## src/sv/ptts_pkg.sv

```systemverilog
package ptts_pkg;

    localparam int SLOTS       = 8;
    localparam int LOAD_WINDOW = 8;
    localparam int SLOT_W      = (SLOTS > 1) ? $clog2(SLOTS) : 1;
    localparam int SCNT_W      = $clog2(SLOTS + 1);
    localparam int LPOS_W      = (LOAD_WINDOW > 1) ? $clog2(LOAD_WINDOW) : 1;
    localparam int SUM_W       = $clog2(LOAD_WINDOW * SLOTS + 1);
    localparam int PRIO_W      = 6;
    localparam int ENTRY_W     = 32 + 32 + PRIO_W + 1 + 32;
    localparam logic signed [PRIO_W-1:0] NO_WIN_PRIORITY = PRIO_W'(20);
    localparam logic [31:0] ELAPSED_MAX = 32'hFFFF_FFFF;
    localparam logic [23:0] HEARTBEAT_RESET = 24'd1000;

    typedef enum logic [1:0] {
        KIND_TICK   = 2'd0,
        KIND_ADD    = 2'd1,
        KIND_STATUS = 2'd2,
        KIND_REMOVE = 2'd3
    } kind_t;

    localparam logic [1:0] STAT_PAUSED = 2'd0;
    localparam logic [1:0] STAT_ACTIVE = 2'd1;
    localparam logic [1:0] STAT_DEAD   = 2'd2;

    typedef enum logic [2:0] {
        ST_IDLE,
        ST_READ,
        ST_EVAL,
        ST_FETCH,
        ST_FINAL,
        ST_CLEAR,
        ST_OUT
    } state_t;

    typedef struct packed {
        logic [31:0]              interval;
        logic [31:0]              interval_max;
        logic signed [PRIO_W-1:0] priority_v;
        logic                     idle_ok;
        logic [31:0]              elapsed;
    } entry_t;

endpackage

```

## src/sv/ptts_if.sv

```systemverilog
interface ptts_in_if;
    import ptts_pkg::*;
    logic              valid;
    logic              ready;
    logic [1:0]        kind;
    logic [2:0]        slot;
    logic [31:0]       norm_ival;
    logic [31:0]       max_ival;
    logic signed [5:0] nice;
    logic              use_idle;
    logic [1:0]        new_status;
    modport source (output valid, kind, slot, norm_ival, max_ival, nice, use_idle,
                    new_status, input ready);
    modport sink (input valid, kind, slot, norm_ival, max_ival, nice, use_idle,
                  new_status, output ready);
endinterface

interface ptts_out_if;
    logic       valid;
    logic       ready;
    logic [7:0] run_mask;
    logic [3:0] run_count;
    logic [6:0] load_sum;
    logic [2:0] added_slot;
    logic       table_full;
    modport source (output valid, run_mask, run_count, load_sum, added_slot, table_full,
                    input ready);
    modport sink (input valid, run_mask, run_count, load_sum, added_slot, table_full,
                  output ready);
endinterface

interface ptts_cfg_if;
    logic        valid;
    logic        ready;
    logic [23:0] data;
    modport source (output valid, data, input ready);
    modport sink (input valid, data, output ready);
endinterface

```

## src/sv/ptts_ram.sv

```systemverilog
module ptts_ram #(
    parameter int WIDTH = 8,
    parameter int DEPTH = 8
) (
    input  logic                             clk,
    input  logic                             we,
    input  logic [$clog2(DEPTH > 1 ? DEPTH : 2)-1:0] waddr,
    input  logic [WIDTH-1:0]                 wdata,
    input  logic [$clog2(DEPTH > 1 ? DEPTH : 2)-1:0] raddr,
    output logic [WIDTH-1:0]                 rdata
);
    logic [WIDTH-1:0] mem [DEPTH];

    always_ff @(posedge clk)
    begin
        if (we)
        begin
            mem[waddr] <= wdata;
        end
        rdata <= mem[raddr];
    end
endmodule

```

## src/sv/ptts_load.sv

```systemverilog
module ptts_load
    import ptts_pkg::*;
(
    input  logic              clk,
    input  logic              rst_n,
    input  logic              push,
    input  logic [SCNT_W-1:0] count,
    output logic [SUM_W-1:0]  sum
);
    logic [SCNT_W-1:0] hist_reg [LOAD_WINDOW];
    logic [LPOS_W-1:0] pos_reg;
    logic [SUM_W-1:0]  sum_reg;

    always_ff @(posedge clk or negedge rst_n)
    begin
        if (!rst_n)
        begin
            for (int i = 0; i < LOAD_WINDOW; i++)
            begin
                hist_reg[i] <= (i + 1 < LOAD_WINDOW) ? SCNT_W'(1) : '0;
            end
            pos_reg <= '0;
            sum_reg <= SUM_W'(LOAD_WINDOW - 1);
        end
        else if (push)
        begin
            hist_reg[pos_reg] <= count;
            sum_reg <= sum_reg - SUM_W'(hist_reg[pos_reg]) + SUM_W'(count);
            if (32'(pos_reg) == LOAD_WINDOW - 1)
            begin
                pos_reg <= '0;
            end
            else
            begin
                pos_reg <= pos_reg + LPOS_W'(1);
            end
        end
    end

    assign sum = sum_reg;
endmodule

```

## src/sv/periodic_task_tick_scheduler_top.sv

```systemverilog
// channel | dir | handshake   | payload
// in      | in  | valid/ready | kind slot norm_ival max_ival nice use_idle new_status
// out     | out | valid/ready | run_mask run_count load_sum added_slot table_full
// cfg     | in  | valid/ready | data (tick period)
// A tick reads and then evaluates each slot in turn (READ, EVAL), then reads the winner back
// (FETCH) and clears its elapsed time (CLEAR) before FINAL and OUT.
// Add, status and remove go from the input straight to FINAL and then to OUT.
// Reset clears slot flags and presets the load history at once; the RAM needs no clearing.
// One item at a time; a new item is taken the cycle after the previous result is taken.
module periodic_task_tick_scheduler_top
    import ptts_pkg::*;
(
    input logic clk,
    input logic rst_n,
    ptts_in_if.sink   in_ch,
    ptts_out_if.source out_ch,
    ptts_cfg_if.sink  cfg
);
    state_t state_reg, state_next;
    logic [23:0] hb_reg;
    logic [SLOTS-1:0] used_reg;
    logic [1:0] status_reg [SLOTS];
    logic [1:0] kind_reg;
    logic [2:0] slot_reg;
    logic [31:0] ival_reg, imax_reg;
    logic signed [PRIO_W-1:0] nice_reg;
    logic idle_reg;
    logic [1:0] nstat_reg;
    logic [SLOT_W-1:0] idx_reg;
    logic [SLOTS-1:0] mask_reg;
    logic [SCNT_W-1:0] cnt_reg;
    logic signed [PRIO_W-1:0] wbest_reg, ibest_reg;
    logic [SLOT_W-1:0] wslot_reg, islot_reg;
    logic wfound_reg, ifound_reg;
    logic [7:0] o_mask_reg;
    logic [3:0] o_cnt_reg;
    logic [2:0] o_added_reg;
    logic o_full_reg;

    logic we;
    logic [SLOT_W-1:0] waddr, raddr;
    entry_t wdata, rdata;
    logic push;
    logic [SUM_W-1:0] sum;

    ptts_ram #(.WIDTH(ENTRY_W), .DEPTH(SLOTS)) u_ram (
        .clk(clk), .we(we), .waddr(waddr), .wdata(wdata), .raddr(raddr), .rdata(rdata)
    );

    ptts_load u_load (.clk(clk), .rst_n(rst_n), .push(push), .count(cnt_reg), .sum(sum));

    logic free_any;
    logic [SLOT_W-1:0] free_idx;
    always_comb
    begin
        free_any = 1'b0;
        free_idx = '0;
        for (int i = SLOTS - 1; i >= 0; i--)
        begin
            if (!used_reg[i])
            begin
                free_any = 1'b1;
                free_idx = SLOT_W'(i);
            end
        end
    end

    logic slot_ok;
    assign slot_ok = (32'(slot_reg) < SLOTS);

    logic [32:0] sum33;
    logic part, is_max, is_wait, is_idle;
    logic last;
    logic win;
    logic [SLOT_W-1:0] win_slot;
    assign sum33 = {1'b0, rdata.elapsed} + 33'(hb_reg);
    assign part = used_reg[idx_reg] && status_reg[idx_reg] == STAT_ACTIVE;
    assign is_max = sum33 > {1'b0, rdata.interval_max};
    assign is_wait = !is_max && sum33 > {1'b0, rdata.interval};
    assign is_idle = !is_max && !is_wait && rdata.idle_ok;
    assign last = (32'(idx_reg) == SLOTS - 1);
    assign win = wfound_reg || ifound_reg;
    assign win_slot = wfound_reg ? wslot_reg : islot_reg;

    always_comb
    begin
        state_next = state_reg;
        unique case (state_reg)
            ST_IDLE:
            begin
                if (in_ch.valid)
                begin
                    state_next = (kind_t'(in_ch.kind) == KIND_TICK) ? ST_READ : ST_FINAL;
                end
            end
            ST_READ:  state_next = ST_EVAL;
            ST_EVAL:  state_next = last ? ST_FETCH : ST_READ;
            ST_FETCH: state_next = ST_CLEAR;
            ST_CLEAR: state_next = ST_FINAL;
            ST_FINAL: state_next = ST_OUT;
            ST_OUT:   if (out_ch.ready) state_next = ST_IDLE;
            default:  state_next = ST_IDLE;
        endcase
    end

    always_comb
    begin
        we = 1'b0;
        waddr = idx_reg;
        raddr = idx_reg;
        wdata = rdata;
        push = 1'b0;
        unique case (state_reg)
            ST_EVAL:
            begin
                if (part && !is_wait && !is_idle)
                begin
                    we = 1'b1;
                    wdata.elapsed = is_max ? 32'd0 :
                        (sum33[32] ? ELAPSED_MAX : sum33[31:0]);
                end
            end
            ST_FETCH:
            begin
                raddr = win_slot;
            end
            ST_CLEAR:
            begin
                if (win)
                begin
                    we = 1'b1;
                    waddr = win_slot;
                    wdata.elapsed = 32'd0;
                end
            end
            ST_FINAL:
            begin
                push = (kind_t'(kind_reg) == KIND_TICK);
                if (kind_t'(kind_reg) == KIND_ADD && free_any)
                begin
                    we = 1'b1;
                    waddr = free_idx;
                    wdata.interval = ival_reg;
                    wdata.interval_max = imax_reg;
                    wdata.priority_v = nice_reg;
                    wdata.idle_ok = idle_reg;
                    wdata.elapsed = 32'd0;
                end
            end
            default: ;
        endcase
    end

    assign in_ch.ready = (state_reg == ST_IDLE);
    assign cfg.ready = 1'b1;
    assign out_ch.valid = (state_reg == ST_OUT);
    assign out_ch.run_mask = o_mask_reg;
    assign out_ch.run_count = o_cnt_reg;
    assign out_ch.load_sum = 7'(sum);
    assign out_ch.added_slot = o_added_reg;
    assign out_ch.table_full = o_full_reg;

    always_ff @(posedge clk)
    begin
        if (in_ch.valid && state_reg == ST_IDLE)
        begin
            kind_reg <= in_ch.kind;
            slot_reg <= in_ch.slot;
            ival_reg <= in_ch.norm_ival;
            imax_reg <= in_ch.max_ival;
            nice_reg <= in_ch.nice;
            idle_reg <= in_ch.use_idle;
            nstat_reg <= in_ch.new_status;
        end
    end

    always_ff @(posedge clk or negedge rst_n)
    begin
        if (!rst_n)
        begin
            state_reg <= ST_IDLE;
            hb_reg <= HEARTBEAT_RESET;
            used_reg <= '0;
            for (int i = 0; i < SLOTS; i++)
            begin
                status_reg[i] <= STAT_PAUSED;
            end
            idx_reg <= '0;
            mask_reg <= '0;
            cnt_reg <= '0;
            wbest_reg <= NO_WIN_PRIORITY;
            ibest_reg <= NO_WIN_PRIORITY;
            wslot_reg <= '0;
            islot_reg <= '0;
            wfound_reg <= 1'b0;
            ifound_reg <= 1'b0;
            o_mask_reg <= '0;
            o_cnt_reg <= '0;
            o_added_reg <= '0;
            o_full_reg <= 1'b0;
        end
        else
        begin
            state_reg <= state_next;
            if (cfg.valid)
            begin
                hb_reg <= cfg.data;
            end
            unique case (state_reg)
                ST_IDLE:
                begin
                    idx_reg <= '0;
                    mask_reg <= '0;
                    cnt_reg <= '0;
                    wbest_reg <= NO_WIN_PRIORITY;
                    ibest_reg <= NO_WIN_PRIORITY;
                    wfound_reg <= 1'b0;
                    ifound_reg <= 1'b0;
                end
                ST_EVAL:
                begin
                    if (part)
                    begin
                        if (is_max)
                        begin
                            mask_reg[idx_reg] <= 1'b1;
                            cnt_reg <= cnt_reg + SCNT_W'(1);
                        end
                        else if (is_wait && rdata.priority_v < wbest_reg)
                        begin
                            wbest_reg <= rdata.priority_v;
                            wslot_reg <= idx_reg;
                            wfound_reg <= 1'b1;
                        end
                        else if (is_idle && rdata.priority_v < ibest_reg)
                        begin
                            ibest_reg <= rdata.priority_v;
                            islot_reg <= idx_reg;
                            ifound_reg <= 1'b1;
                        end
                    end
                    if (!last)
                    begin
                        idx_reg <= idx_reg + SLOT_W'(1);
                    end
                end
                ST_CLEAR:
                begin
                    if (win)
                    begin
                        mask_reg[win_slot] <= 1'b1;
                        cnt_reg <= cnt_reg + SCNT_W'(1);
                    end
                end
                ST_FINAL:
                begin
                    o_mask_reg <= '0;
                    o_cnt_reg <= '0;
                    o_added_reg <= '0;
                    o_full_reg <= 1'b0;
                    unique case (kind_t'(kind_reg))
                        KIND_TICK:
                        begin
                            for (int i = 0; i < SLOTS && i < 8; i++)
                            begin
                                o_mask_reg[i] <= mask_reg[i];
                            end
                            o_cnt_reg <= 4'(cnt_reg);
                        end
                        KIND_ADD:
                        begin
                            if (free_any)
                            begin
                                used_reg[free_idx] <= 1'b1;
                                status_reg[free_idx] <= STAT_PAUSED;
                                o_added_reg <= 3'(free_idx);
                            end
                            else
                            begin
                                o_full_reg <= 1'b1;
                            end
                        end
                        KIND_STATUS:
                        begin
                            if (slot_ok && used_reg[SLOT_W'(slot_reg)])
                            begin
                                status_reg[SLOT_W'(slot_reg)] <= nstat_reg;
                            end
                        end
                        KIND_REMOVE:
                        begin
                            if (slot_ok)
                            begin
                                used_reg[SLOT_W'(slot_reg)] <= 1'b0;
                                status_reg[SLOT_W'(slot_reg)] <= STAT_DEAD;
                            end
                        end
                        default: ;
                    endcase
                end
                default: ;
            endcase
        end
    end
endmodule

```

## src/flat_wrapper.sv

```systemverilog
// flat-port wrapper written by rule: the top's interface ports become plain ports
module periodic_task_tick_scheduler_top_flat import ptts_pkg::*;
  (clk, rst_n, in_ch_valid, in_ch_kind, in_ch_slot, in_ch_norm_ival, in_ch_max_ival, in_ch_nice, in_ch_use_idle, in_ch_new_status, in_ch_ready, out_ch_valid, out_ch_run_mask, out_ch_run_count, out_ch_load_sum, out_ch_added_slot, out_ch_table_full, out_ch_ready, cfg_valid, cfg_data, cfg_ready);
  ptts_in_if in_ch_i ();
  ptts_out_if out_ch_i ();
  ptts_cfg_if cfg_i ();
  input logic clk;
  input logic rst_n;
  input wire logic [$bits(in_ch_i.valid)-1:0] in_ch_valid;
  input wire logic [$bits(in_ch_i.kind)-1:0] in_ch_kind;
  input wire logic [$bits(in_ch_i.slot)-1:0] in_ch_slot;
  input wire logic [$bits(in_ch_i.norm_ival)-1:0] in_ch_norm_ival;
  input wire logic [$bits(in_ch_i.max_ival)-1:0] in_ch_max_ival;
  input wire logic [$bits(in_ch_i.nice)-1:0] in_ch_nice;
  input wire logic [$bits(in_ch_i.use_idle)-1:0] in_ch_use_idle;
  input wire logic [$bits(in_ch_i.new_status)-1:0] in_ch_new_status;
  output wire logic [$bits(in_ch_i.ready)-1:0] in_ch_ready;
  output wire logic [$bits(out_ch_i.valid)-1:0] out_ch_valid;
  output wire logic [$bits(out_ch_i.run_mask)-1:0] out_ch_run_mask;
  output wire logic [$bits(out_ch_i.run_count)-1:0] out_ch_run_count;
  output wire logic [$bits(out_ch_i.load_sum)-1:0] out_ch_load_sum;
  output wire logic [$bits(out_ch_i.added_slot)-1:0] out_ch_added_slot;
  output wire logic [$bits(out_ch_i.table_full)-1:0] out_ch_table_full;
  input wire logic [$bits(out_ch_i.ready)-1:0] out_ch_ready;
  input wire logic [$bits(cfg_i.valid)-1:0] cfg_valid;
  input wire logic [$bits(cfg_i.data)-1:0] cfg_data;
  output wire logic [$bits(cfg_i.ready)-1:0] cfg_ready;
  assign in_ch_i.valid = in_ch_valid;
  assign in_ch_i.kind = in_ch_kind;
  assign in_ch_i.slot = in_ch_slot;
  assign in_ch_i.norm_ival = in_ch_norm_ival;
  assign in_ch_i.max_ival = in_ch_max_ival;
  assign in_ch_i.nice = in_ch_nice;
  assign in_ch_i.use_idle = in_ch_use_idle;
  assign in_ch_i.new_status = in_ch_new_status;
  assign in_ch_ready = in_ch_i.ready;
  assign out_ch_valid = out_ch_i.valid;
  assign out_ch_run_mask = out_ch_i.run_mask;
  assign out_ch_run_count = out_ch_i.run_count;
  assign out_ch_load_sum = out_ch_i.load_sum;
  assign out_ch_added_slot = out_ch_i.added_slot;
  assign out_ch_table_full = out_ch_i.table_full;
  assign out_ch_i.ready = out_ch_ready;
  assign cfg_i.valid = cfg_valid;
  assign cfg_i.data = cfg_data;
  assign cfg_ready = cfg_i.ready;
  periodic_task_tick_scheduler_top u_core (.clk(clk), .rst_n(rst_n), .in_ch(in_ch_i), .out_ch(out_ch_i), .cfg(cfg_i));
endmodule
```

## config.mk

```make
export PLATFORM = sky130hd
export DESIGN_NAME = periodic_task_tick_scheduler_top_flat
export DESIGN_NICKNAME = d
export VERILOG_FILES = /design/src/sv/ptts_pkg.sv /design/src/sv/ptts_if.sv /design/src/sv/ptts_ram.sv /design/src/sv/ptts_load.sv /design/src/sv/periodic_task_tick_scheduler_top.sv /design/src/flat_wrapper.sv
export SDC_FILE = /design/constraint.sdc
export NUM_CORES = 1
export LEC_CHECK = 0
export ABC_CLOCK_PERIOD_IN_PS = 17700
export BUFFER_PORTS_ARGS = -buffer_cell sky130_fd_sc_hd__clkbuf_2
export CAP_MARGIN = 20
export CORE_UTILIZATION = 45
export DETAILED_ROUTE_END_ITERATION = 7
export HOLD_SLACK_MARGIN = 0.08
export PLACE_DENSITY = 0.61
export SETUP_SLACK_MARGIN = 0.4
export SYNTH_ARGS = -nofsm -noshare
export SYNTH_HDL_FRONTEND = slang
export SYNTH_SLANG_ARGS = --single-unit
```

## constraint.sdc

```tcl
create_clock -name clk -period 17.7 [get_ports clk]
set_input_delay 0.885 -clock clk [delete_from_list [all_inputs] [get_ports clk]]
set_output_delay 0.885 -clock clk [all_outputs]
set_load 0.01 [all_outputs]
```

==> key figures <==
Yosys
  – Post-synthesis cell count: 2796
  – Mean Syn Cell Area: roughly 17 um^2
  – Ys Warns: 0
  – Register bit total from synthesis: approximately 1100
  – Synth cell types: 74
  – Async SR Flop Fraction: about an eighth
  – Sequential-to-total area share from yosys stat: roughly 70%
  – Dominant synthesized flop cell: edfxtp_1
  – Post-Synthesis Cell Area: 46900 um^2
  – Post-synth EDFFs: 902
  – Net Count, Synth: 3018

Critical path
  – CP cell instances: ha_1, fa_1, a211oi_1, o21bai_1, nor4_4, nor3_2, o41ai_4, o21ai_0, and3_1, xnor2_1, ha_1, a21o_1, a21oi_1, o221ai_1, a211o_1, a21oi_1, o31ai_2, and2_1, buf_4, nor3_2, buf_4, buf_4
  – Worst path top cell family by delay: compound AO/OA/AOI/OAI gates
  – Cell mode on critical path: buf_4
  – Crit Path Category: reg2reg
  – Crit-path max cell delay: 0.68 ns
  – Critical path data required time: 18.02 ns
  – Max stage delay cell, worst path: buf_4
  – Worst-path maximum fanout: 45
  – Endpoint type of the worst setup path: register
  – Buf/Inv on CP: 3
  – Reg-to-Reg Start: u_core.hb_reg[0]
  – Crit start category: register
  – Critical Path AT: ~8 ns
  – CP Launch Point: u_core.hb_reg[0]

Timing
  – Final WS setup: 10.05 ns
  – Rel. slew slack: 24.1%
  – Final Skew: between 0.02 and 0.03 ns
  – Worst-Margin Slew: 1.14 ns
  – Final Setup Violations: 0
  – Final cycle utilization of the critical path: 43.2%
  – Post-layout min period: 7.65 ns
  – Final Hold Violating Endpoints: 0
  – Post-route setup TNS: 0 ns
  – RSZ-0062 raised after global routing: no
  – Highest Clock Rate: 131 MHz
  – Final slew viol count: 0

Clock network
  – Max Buffers Root-to-Sink: 3
  – Resized cells post-CTS: 0
  – Worst-Skew Late Latency: between 0.7 and 0.8 ns
  – CTS tree: built
  – CTS Sinks: around 1100
  – Cts hold-fix bufs: 0
  – CTS clock-pin slew for the worst setup and hold paths: roughly 0.06 ns
  – Clock root buffer: clkbuf_16
  – H-Tree Depth: 3
  – Post-CTS setup buffers: 0
  – Num CTS Buffers: 117

Placement
  – Pre-CTS setup slack: 10.13 ns
  – DP Cell Count: ~4200
  – DP HPWL: 69200 um
  – Gpl congestion: about 0.9
  – Placement Cell Area: 49200 um^2
  – Port-buffer cells: 131

Power
  – Clock share of power: around 26%
  – Internal power: between 0.006 and 0.007 W
  – Tot Pwr: 0.00960 W
  – Switching power: ~0.0032 W
  – Leak: between 15 and 20 nW
  – Seq pwr share: 40.6%
  – Gate power share: 33.6%
  – PwrDens: 181 nW/um^2
  – Worst vdd ir: approximately 0.18 mV
  – Sw Share: approximately a third

Finish
  – Largest register FFs: 824
  – Largest regs: u_core.u_ram.mem: 824 flops, u_core.u_ram.rdata: 103 flops
  – Biggest register: u_core.u_ram.mem
  – Layout cell share with drive strength beyond 1: ~25%
  – Antenna diodes: 0
  – Final Cell Area: 53100 um^2
  – Finished Layout Cells: around 4500
  – Nets: 3197
  – Layout area overhead: 13.3%

Global route
  – Total track usage: 21.1%
  – Global route total overflow: 0
  – Vias in the first global route: 26600
  – Initial antenna violation count: 2
  – Largest net degree at the start of global routing: approximately 160
  – First-pass GRT wire length: 168000 um

Floorplan
  – Die height: 325 um
  – Io pins: ~130
  – Chip width: around 320 um
  – Die area: between 100000 and 150000 um^2
  – Starting density of the core: 45.4%
  – Core area: 103000 um^2
  – Row cnt: 118

Routing
  – WL met2: roughly 54000 um
  – Metal-1 WL: 48100 um
  – Drt first-iter violations: 1971
  – Routed wl met3: between 4000 and 5000 um
  – First-pass DRT Iterations: 7
  – Top Metal Used: met5
  – DRC violations left: 0
  – DR WL/cell: 24.6 um
  – Detail Route Antenna Nets: 0
  – Vias: roughly 25000
  – Vias/cell: 5.64
  – Total Routed Length: 110000 um

Run
  – Max-cap violations: 0

Run status
  – Run status: finished clean

Min path
  – Min-Delay Path Class: in2async
[Yosys cell counts (all sizes together), types with 12 or more instances]
cell type | count | area, um^2
dfrtp | 124 | 3100
dfstp | 20 | 526
edfxtp | 902 | 27100
nand2 | 214 | 803
mux2i | 13 | 130
o21ai | 172 | 861
clkbuf | 72 | 270
nor3 | 20 | 110
nand4 | 14 | 87.6
mux4 | 212 | 4770
a31oi | 12 | 75.1
inv | 123 | 462
nor2b | 12 | 75.1
buf | 42 | 185
mux2 | 154 | 1740
o2bb2ai | 14 | 123
o22ai | 21 | 131
nand2b | 18 | 113
xnor2 | 26 | 228
a21o | 31 | 233
nor2 | 88 | 330
ha | 110 | 1380
a21oi | 70 | 350
a22o | 17 | 149
nand3 | 36 | 180
dfxtp | 103 | 2060
[power groups by stage]
stage	Combinational [W]	Clock [W]	Sequential, W
final	0.00323	0.00247	0.00390
after global routing	0.00356	0.00262	0.00394
after CTS	0.00325	0.00252	0.00390
after global placement	0.00315	0	0.00394
after floorplan	0.00230	0	0.00388
after detailed placement	0.00323	0	0.00395
[through the flow]
| step | hold WS [ns] | utilization (%) |
|---|---|---|
| after floorplan | 0.441 | - |
| after global placement | 0.455 | 47.6 |
| after detailed placement | 0.470 | 47.6 |
| after CTS | 0.271 | 51.4 |
| after global routing | 0.315 | 51.4 |
| final | 0.266 | 51.4 |
[kinds of logic (layout without fill, tap and decap cells)]
family          after synthesis  in the layout  synth area share [%]
compound gates              418            418                  5.57
xor+xnor                     35             35                 0.654
fa+ha+maj                   115            115                  3.15
buf+inv                     237            512                  1.96
flops                      1149           1149                  69.9
mux                         379            379                  14.2
other cells                   1              1               0.00800
simple gates                462            462                  4.55
[layout by cell type (no fill, tap or decap), types with 31 or more instances in the layout]
cell       count
buf_4         40
ha_1         110
dfxtp_1      103
nand2_1      214
nand3_1       36
dfrtp_1      124
inv_1        123
o21ai_0      172
clkbuf_16    118
edfxtp_1     902
a21oi_1       67
nor2_1        87
mux2_2       152
a21o_1        31
clkbuf_1      37
clkbuf_2     130
mux4_2       212
[final cells by class]
cell class	instances	area, um^2
Tap cell	1380	1730
Fill cell	8343	50200
Clock inverter	41	515
Timing Repair Buffer	174	1010
Clock buffer	174	3350
Inverter	123	462
Multi-Input combinational cell	1410	13300
Sequential cell	1149	32800
[path summary, 6_finish.rpt]
| kind | end | slack, ns | cells after the start |
|---|---|---|---|
| max | u_core.u_ram.mem[6][43] | 10.05 | 22 |
| min | u_core.u_load.sum[4] | 0.27 | 1 |
| max reg2reg | u_core.u_ram.mem[6][43] | 10.05 | 22 |
| min reg2reg | u_core.u_load.hist_reg[8] | 0.48 | 2 |
| max in group asynchronous | u_core.status_reg[11] | 16.15 | 2 |
| min in group clk | u_core.imax_reg[25] | 0.36 | 1 |
[layer usage]
layer,vias up,GRT usage [%]
met5,-,0
met4,2,6.16
met3,173,2.96
met2,651,34.9
met1,13100,29.0
li1,11200,-
Power figures use the tool's default switching activity.
